==> config.mk <==
export PLATFORM = sky130hd
export DESIGN_NAME = tfr_ram
export DESIGN_NICKNAME = d
export VERILOG_FILES = /design/src/hw/rtl/tfr_ram.sv
export SDC_FILE = /design/constraint.sdc
export NUM_CORES = 2
export LEC_CHECK = 0
export BUFFER_PORTS_ARGS = -buffer_cell sky130_fd_sc_hd__clkbuf_2
export CORE_ASPECT_RATIO = 2
export CORE_MARGIN = 5
export CORE_UTILIZATION = 63
export DETAILED_ROUTE_END_ITERATION = 10
export GPL_ROUTABILITY_DRIVEN = 1
export GPL_TIMING_DRIVEN = 0
export PLACE_DENSITY = 0.76
export SLEW_MARGIN = 30
export SYNTH_ARGS = -nofsm -noshare
export SYNTH_HDL_FRONTEND = slang
export SYNTH_SLANG_ARGS = --single-unit
==> constraint.sdc <==
create_clock -name clk -period 2.9 [get_ports clk]
set_input_delay 0.29 -clock clk [delete_from_list [all_inputs] [get_ports clk]]
set_output_delay 0.29 -clock clk [all_outputs]
set_load 0.02 [all_outputs]
==> src/hw/rtl/tfr_ram.sv <==
module tfr_ram #(
  parameter int WIDTH = 16,
  parameter int DEPTH = 256
) (
  input  logic                     clk,
  input  logic                     we,
  input  logic [$clog2(DEPTH)-1:0] waddr,
  input  logic [WIDTH-1:0]         wdata,
  input  logic                     re,
  input  logic [$clog2(DEPTH)-1:0] raddr,
  output logic [WIDTH-1:0]         rdata
);

  logic [WIDTH-1:0] mem [DEPTH];

  // One write port and one registered read port; read data holds when idle.
  always_ff @(posedge clk) begin
    if (we) begin
      mem[waddr] <= wdata;
    end
    if (re) begin
      rdata <= mem[raddr];
    end
  end

endmodule

==> impl_metrics.toml <==
[status]
status = "finished, violations left"
violations = "negative hold slack, negative setup slack"

[pwr]
leakagePower_nw = 57.31
p_per_area_nw_per_um2 = 659.7
ir_worst_vdd_uv = 589.8

[timing]
holdWs_ns = -0.001161
setup-tns-final_ns = -2.025
min_period_over_period_pct = 108.0
finalSetupViolations = 16
max_slew_margin_pct = 25.21
fmax_mhz = 319.1
worst_pin_slew_ns = 1.122
fin_crit_ns = 3.133
fin_ws_ns = -0.2334
drv_slew = 0
skew_ns = 0.07445
grt_setup_unrepaired = "true"
final_hold_viol_count = 1

[yosys]
synth_seq_area_share_pct = 77.72
synth_edf_count = 4112
ys_ff_latch = 4112
synth_warnings = 0
synth_ff_type = "edfxtp_1"
synth_nets = 7395
syn_inst = 7360
async_reset_ff_share_pct = 0
syn_area_per_cell_um2 = 21.59
yosys.area.top_type = "edfxtp_1"
synth_area_leaders = "edfxtp_1 (78%), mux4_2 (11%), mux2i_1 (3.6%)"
synth_most_common_cell = "edfxtp_1"
synth_area_um2 = 158900
synth_top_area_share_pct = 77.72
synth_commonest_cells = "edfxtp_1 (4112), mux4_2 (797), mux2i_1 (565)"
synthDistinctLibCells = 51

[finish]
final_nets = 8009
syn_to_final_growth_pct = 14.56
fill_cells = 13846
drive_gt1_share_pct = 29.41
final_cell_count_no_fill = 11533

[global_routing]
antenna_found_initial = 31
grt_pass1_vias = 85543
grt_max_degree = 99
grt.overflow.total = 0
grt_pass1_wl_um = 731100
grt_use_total_pct = 42.13

[clocking]
path_clk_slew_ns = 0.07
clockBufferDepth = 4
cts_tree = "yes"
cts_root_buf = "clkbuf_16"
clock-sinks = 4112
ctsHtreeMaxLevel = 5
cts-buffers-inserted = 339
clk_latency_ns = 0.97

[setup_path]
path_delay_family = "compound AO/OA/AOI/OAI gates"
crit_path_frequent_cell = "buf_2"
slowest_stage = "a22oi_2"
critPathKind = "input port to register"
cp.required_ns = 3.60
cp_num_buf_inv = 3
cp-end-kind = "register"
path_cells = "buf_4, buf_2, buf_2, mux4_2, mux2_2, a22oi_2, nand2_1, o32ai_4, nor4_4"
cp_slowest_stage_delay_ns = 0.76
crit_path_max_fanout = 11
cp_data_arrival_time_ns = 3.83
startpoint_type = "input port"

[place]
portBuffers = 40
gp_congestion = 1.108
dp_cells = 10875
hpwlAfterDp_um = 379300

[floorplanning]
die_y_um = 720.2
ios = 51
start_util_pct = 63.34
rows = 260
core_area_um2 = 250800
fp.dieW_um = 365.1
dieArea_um2 = 262900

[routing]
antenna_left = 0
first_pass_iters = 9
vias = 85338
drt-initial-drc-count = 13225
route.detailed.drc = 0
vias_per_cell = 7.399
drt-total-wl_um = 544500
wl_per_cell_um = 47.22

[hold_path]
hold_path_class = "input port to register"

[job]
maxCapViolCount = 0
[per-stage QoR]
step           hold slack [ns]  power (mW)  area [um2]  setup slack, ns  util (%)
6_report             -0.001161       120.1      182000          -0.2334     72.57
5_1_grt                0.01947       122.4      181900          -0.1198     72.54
4_1_cts                0.01344       119.4      181300         -0.07447     72.30
3_5_place_dp            0.6426       74.33      169000           -2.291     67.40
3_3_place_gp            0.7465       74.14      163200           -4.305     65.06
2_1_floorplan           0.3889       70.11      158900           0.3611         -
[where the power goes]
| group | switching, mW | internal, mW |
|---|---|---|
| clock | 21.4 | 24.9 |
| combinational | 5.71 | 2.53 |
| sequential | 0.0413 | 65.5 |
[worst paths after layout]
kind,start,to,slack [ns],cells past startpoint
setup / recovery,raddr[1],rdata[2]$_DFFE_PP_,-0.23,9
hold / removal,wdata[8],mem[182][8]$_DFFE_PP_,-0.001,1
setup reg to reg,mem[3][2]$_DFFE_PP_,rdata[2]$_DFFE_PP_,-0.21,6
hold reg to reg,mem[232][1]$_DFFE_PP_,rdata[1]$_DFFE_PP_,1.28,6
[sequential cells by signal (all words and copies together), names as in the netlist]
name	cells
mem	4096
rdata	16
[area by class of cell]
class                   instances  area, um2  area share [%]
diodes                         30      75.07         0.04125
plain buffers                 448       3373           1.853
clock buffers                 401       8886           4.882
clock inverters               194       1867           1.026
inverters                       4      23.77         0.01306
multi-input cells            2792      35530           19.52
flip-flops and latches       4112     123500           67.84
well taps                    3275       4098           2.251
repair buffers                277       4669           2.566
[what timing repair did]
item | in CTS | in global routing
resized for setup | 304 | 122
endpoints found under the hold margin | 485 | 0
buffers inserted | 8 | 12
hold buffers | 16 | 0
pin swaps | 16 | 21
setup endpoints to repair | 16 | 28
[metal layers]
| metal | GRT usage (%) | up-vias | part of all wire (%) | wire length, um |
|---|---|---|---|---|
| met3 | 11.18 | 2238 | 10 | 54400 |
| met2 | 66.39 | 6948 | 48 | 262800 |
| met5 | 0.03735 | - | 0.010 | 56 |
| met1 | 42.88 | 43641 | 27 | 147200 |
| li1 | - | 32503 | - | - |
| met4 | 46.47 | 8 | 15 | 80040 |
[worst register-to-register path: cells and delay by family, from the launching register on]
kind / cells / cell delay [ns]
compound gates: 2 / 1.32
mux: 2 / 0.81
flops: 1 / 0.38
simple gates: 2 / 0.37
[cells in the final DEF, fill, tap and decap left out, types with 26 or more instances in the layout]
| cell type | instances |
|---|---|
| clkbuf_16 | 347 |
| buf_2 | 72 |
| buf_12 | 44 |
| nand4_1 | 26 |
| a21oi_1 | 151 |
| clkinv_1 | 70 |
| nor3_1 | 46 |
| nor3_2 | 33 |
| diode_2 | 30 |
| buf_6 | 130 |
| mux4_2 | 797 |
| mux2_2 | 87 |
| o221ai_2 | 31 |
| nand2_1 | 35 |
| clkbuf_4 | 47 |
| nor2_4 | 161 |
| clkbuf_1 | 144 |
| nor2_1 | 43 |
| a221oi_1 | 28 |
| mux2i_1 | 563 |
| o22ai_1 | 137 |
| edfxtp_1 | 4112 |
| buf_4 | 66 |
| o21ai_0 | 28 |
| nor2_2 | 100 |
| o221ai_1 | 219 |
| buf_16 | 102 |
| a22o_1 | 31 |
| nand3_1 | 34 |
| clkinv_2 | 52 |
| clkbuf_2 | 110 |
| bufinv_16 | 32 |
[kinds of logic after synthesis]
| logic type | synth area share, % |
|---|---|
| AO/OA/AOI/OAI | 3.534 |
| AND/OR/NAND/NOR | 1.573 |
| buffers and inverters | 1.692 |
| multiplexers | 15.48 |
| flip-flops | 77.72 |
No activity file was read; power rests on OpenSTA's default activity.
