`src/hw/rtl/tfr_pkg.sv`:
```
package tfr_pkg;

  // Palette storage.
  localparam int PALETTE_DEPTH = 256;
  localparam int PAL_AW        = $clog2(PALETTE_DEPTH);

  // Source format codes held in the texel_format register.
  localparam logic [2:0] FMT_CI4      = 3'd0;
  localparam logic [2:0] FMT_CI8      = 3'd1;
  localparam logic [2:0] FMT_IA8      = 3'd2;
  localparam logic [2:0] FMT_IA16     = 3'd3;
  localparam logic [2:0] FMT_RGBA5551 = 3'd4;

  // Register indexes on the configuration port.
  localparam logic REG_TEXEL_FORMAT = 1'b0;
  localparam logic REG_PREMULTIPLY  = 1'b1;

  // Input word field positions.
  localparam int TEXEL_LSB = 0;
  localparam int ODD_LSB   = 16;
  localparam int PIDX_LSB  = 17;
  localparam int PCOL_LSB  = 25;

  // One output pixel, red in the lowest byte.
  typedef struct packed {
    logic [7:0] alpha;
    logic [7:0] blue;
    logic [7:0] green;
    logic [7:0] red;
  } pixel_t;

  // Exact x*255/31 for a 5-bit channel.
  localparam logic [7:0] WIDEN5_LUT [32] = '{
    8'd0,   8'd8,   8'd16,  8'd24,  8'd32,  8'd41,  8'd49,  8'd57,
    8'd65,  8'd74,  8'd82,  8'd90,  8'd98,  8'd106, 8'd115, 8'd123,
    8'd131, 8'd139, 8'd148, 8'd156, 8'd164, 8'd172, 8'd180, 8'd189,
    8'd197, 8'd205, 8'd213, 8'd222, 8'd230, 8'd238, 8'd246, 8'd255
  };

  function automatic logic [7:0] widen5(input logic [4:0] v);
    return WIDEN5_LUT[v];
  endfunction

endpackage

```
`src/hw/rtl/tfr_convert.sv`:
```
module tfr_convert (
  input  logic [2:0]      fmt,
  input  logic            premul,
  input  logic [15:0]     texel,
  input  logic [15:0]     pal_color,
  input  logic            pal_hit,
  output tfr_pkg::pixel_t pixel
);
  import tfr_pkg::*;

  logic [15:0] color;
  pixel_t      expanded;

  // Pick the RGBA5551 source: the texel itself, the palette entry, or zero on a palette miss.
  always_comb begin
    if (fmt == FMT_RGBA5551) begin
      color = texel;
    end else if (pal_hit) begin
      color = pal_color;
    end else begin
      color = '0;
    end
    expanded.red   = widen5(color[15:11]);
    expanded.green = widen5(color[10:6]);
    expanded.blue  = widen5(color[5:1]);
    expanded.alpha = color[0] ? 8'hFF : 8'h00;
  end

  // Format selection. Premultiply applies to RGBA5551 only, whose alpha is 0 or 255, so
  // premultiplying either clears the colour channels or leaves them unchanged.
  always_comb begin
    pixel = '0;
    case (fmt)
      FMT_CI4, FMT_CI8: begin
        pixel = expanded;
      end
      FMT_IA8: begin
        pixel.red   = {texel[7:4], texel[7:4]};
        pixel.green = {texel[7:4], texel[7:4]};
        pixel.blue  = {texel[7:4], texel[7:4]};
        pixel.alpha = {texel[3:0], texel[3:0]};
      end
      FMT_IA16: begin
        pixel.red   = texel[15:8];
        pixel.green = texel[15:8];
        pixel.blue  = texel[15:8];
        pixel.alpha = texel[7:0];
      end
      FMT_RGBA5551: begin
        pixel = expanded;
        if (premul && !color[0]) begin
          pixel.red   = '0;
          pixel.green = '0;
          pixel.blue  = '0;
        end
      end
      default: begin
        pixel = '0;
      end
    endcase
  end

endmodule

```
`config.mk`:
```
export PLATFORM = sky130hd
export DESIGN_NAME = tfr_convert
export DESIGN_NICKNAME = d
export VERILOG_FILES = /design/src/hw/rtl/tfr_pkg.sv /design/src/hw/rtl/tfr_convert.sv
export SDC_FILE = /design/constraint.sdc
export NUM_CORES = 1
export LEC_CHECK = 0
export ABC_AREA = 1
export ABC_CLOCK_PERIOD_IN_PS = 2800
export BUFFER_PORTS_ARGS = -buffer_cell sky130_fd_sc_hd__buf_2
export CAP_MARGIN = 40
export CORE_AREA = 2 2 67 44
export DETAILED_ROUTE_END_ITERATION = 10
export DIE_AREA = 0 0 69 46
export PLACE_DENSITY = 0.88
export RECOVER_POWER = 25
export SYNTH_ARGS = -nofsm -noshare
export SYNTH_HDL_FRONTEND = slang
export SYNTH_SLANG_ARGS = --single-unit
```
`constraint.sdc`:
```
create_clock -name vclk -period 2.8
set_clock_uncertainty 0.2 [all_clocks]
set_input_delay 0.42 -clock vclk [all_inputs]
set_output_delay 0.42 -clock vclk [all_outputs]
set_load 0.02 [all_outputs]
```
==> summary.txt <==
Status
  – Status: completed

Clock network
  – # Post-CTS Setup Buffers: 0
  – CTS Hold Bufs: 0
  – Post-CTS sizing: 0

STA
  – Fmax: 384 MHz
  – Worst setup margin: 198 ps
  – Crit path time final: 2600 ps
  – Worst slew pin tran: 488 ps
  – Max_slew headroom: 67.2%
  – Final worst-path cycle share: 92.9%
  – Slew Limit Fails: 0
  – RSZ-0062 raised after global routing: false
  – Final TNS setup: 0 ps
  – Setup-failing EPs final: 0
  – Final Hold Vio Count: 0

GRT
  – Largest net degree at the start of global routing: 21
  – Initial antenna violation count: 0
  – Global routing usage on met3: 1.99%
  – Met2 usage: 47.3%
  – Global routing usage on met1: 44.2%
  – First-pass GRT wire length: 7530 microns
  – GR peak layer: met2
  – Tot GR Track Use: 29.1%
  – Grt ovf: 0
  – Vias in the first global route: 1,631

Worst hold path
  – Hold path cells: 4
  – Hold EP: pixel[23]
  – Worst Hold Class: in -> out
  – Min-delay src: texel[5]

Final layout
  – Design area: 1640 sq um
  – Share of post-route cells with drive strength above 1: 24.3%
  – N_diodes: 0
  – Most frequent cells in the layout: nand2_1, buf_2, nand3_1
  – Clock buffers: 0
  – Fill count: 293
  – Synth-to-Final Area Change: 29.7%
  – Commonest non-fill, non-tap cell in the layout: nand2_1
  – Seq_cells: 0
  – Fin nets: 384
  – Reg area: 0 sq um

Logic synthesis
  – Mapped Cells: 277
  – Post-synth top area cell: nand2_1
  – Synth top area share: 33.5%
  – Post-synthesis net count: 314
  – Synth cell types: 21
  – Synth area leaders: nand2_1, nand3_1, inv_1
  – Avg Inst Size Synth: 4.58 sq um
  – Post-synthesis instance area: 1270 sq um
  – Seq/Total Area, Yosys: 0%
  – Synth Warn #: 0

Detailed routing
  – DRT iter0 DRCs: 208
  – Vias/cell: 5.40
  – TritonRoute pass-1 iters: 6
  – DRT Wirelength: 4700 microns
  – DRC Markers: 0
  – Post-DRT Antenna Nets: 0
  – Via Count: 2,046
  – Drt wl/cell: 12.4 microns

Critical path
  – Peak per-stage delay on the critical path: 270 ps
  – Most frequent CP cell: nand2_1
  – Top delay family on crit path: simple AND/OR/NAND/NOR gates
  – CP max FO: 20
  – Worst path bufs/invs: 4
  – Critical Path, Cell by Cell: buf_2 -> nor2_4 -> nand2_4 -> buf_4 -> nand2_1 -> nand2_1 -> inv_1 -> o21ai_0 -> nand2_1 -> nand2_1 -> nand2_1 -> nand2_1 -> nand2_1 -> buf_2
  – Arrival time at the worst endpoint: 1980 ps
  – Worst endpoint required time: 2180 ps
  – CP Capture Type: output pin
  – Slowest stage cell, crit path: buf_4
  – Crit path kind: in -> out
  – CP startpoint kind: primary input

Place
  – PortBufs: 69
  – Post-DP HPWL: 3850 microns
  – Placed inst area: 1650 sq um
  – RD Place Congestion: 0.975
  – Pre-CTS setup slack: 248 ps

Die
  – Die Wd: 69 microns
  – I/O pins: 69
  – Die Ht: 46 microns
  – Starting Density: 48.2%
  – Die area: 3170 sq um
  – Core Box Area: 2630 sq um
  – Row cnt: 15

Pwr
  – Leak: 1.11 nW
  – Worst IR Drop VDD: 0.107 mV
  – Power Density: 204 nW/um^2

Job
  – Max-Cap Viols: 0
[cells in the mapped netlist (all sizes together)]
cell / n
a21oi: 5
a41oi: 2
buf: 10
clkbuf: 1
inv: 37
nand2: 116
nand3: 49
nand4: 1
nor2: 24
nor3: 1
o211ai: 13
o21ai: 18
[worst max-delay path by stage]
stage	cells past startpoint	to	slack [ps]	startpoint
6_report	14	pixel[0]	200	fmt[1]
5_1_grt	14	pixel[8]	60	fmt[1]
4_1_cts	14	pixel[0]	240	fmt[1]
3_5_place_dp	14	pixel[0]	250	fmt[1]
3_3_place_gp	14	pixel[0]	280	fmt[1]
2_1_floorplan	8	pixel[13]	490	fmt[1]
[power by group]
group	leakage [nW]	switching, mW	internal, mW
sequential	0	0	0
combinational	1.11	0.223	0.112
clock	0	0	0
total	1.11	0.223	0.112
[metal layers]
metal / wire (microns) / vias up
met5: 0 / -
met4: 5 / 0
met3: 573 / 2
met2: 1950 / 125
met1: 2170 / 883
li1: - / 1036
[through the flow]
stage                     power (mW)  hold slack, ps  utilization (%)  cells
after floorplan                0.219             869                -    277
after global placement         0.329            1030             62.9    379
after detailed placement       0.331            1030             62.9    379
after CTS                      0.333            1030             62.9    379
after global routing           0.370            1090             62.6    379
final                          0.335            1030             62.6    379
[logic make-up (layout without fill, tap and decap cells)]
| family | count (synthesis) | after routing | share of synthesized area, % |
|---|---|---|---|
| compound gates | 38 | 38 | 19.1 |
| buf+inv | 48 | 116 | 17.1 |
| simple gates | 191 | 191 | 63.9 |
[final cells by class]
cell class	count	area, sq um	share of cell area [%]
tap	34	42.5	2.59
multi-input combinational	229	1050	63.8
inverter	37	139	8.45
timing repair buffer	79	414	25.2
Note: power is estimated with default switching activity, not from simulation.
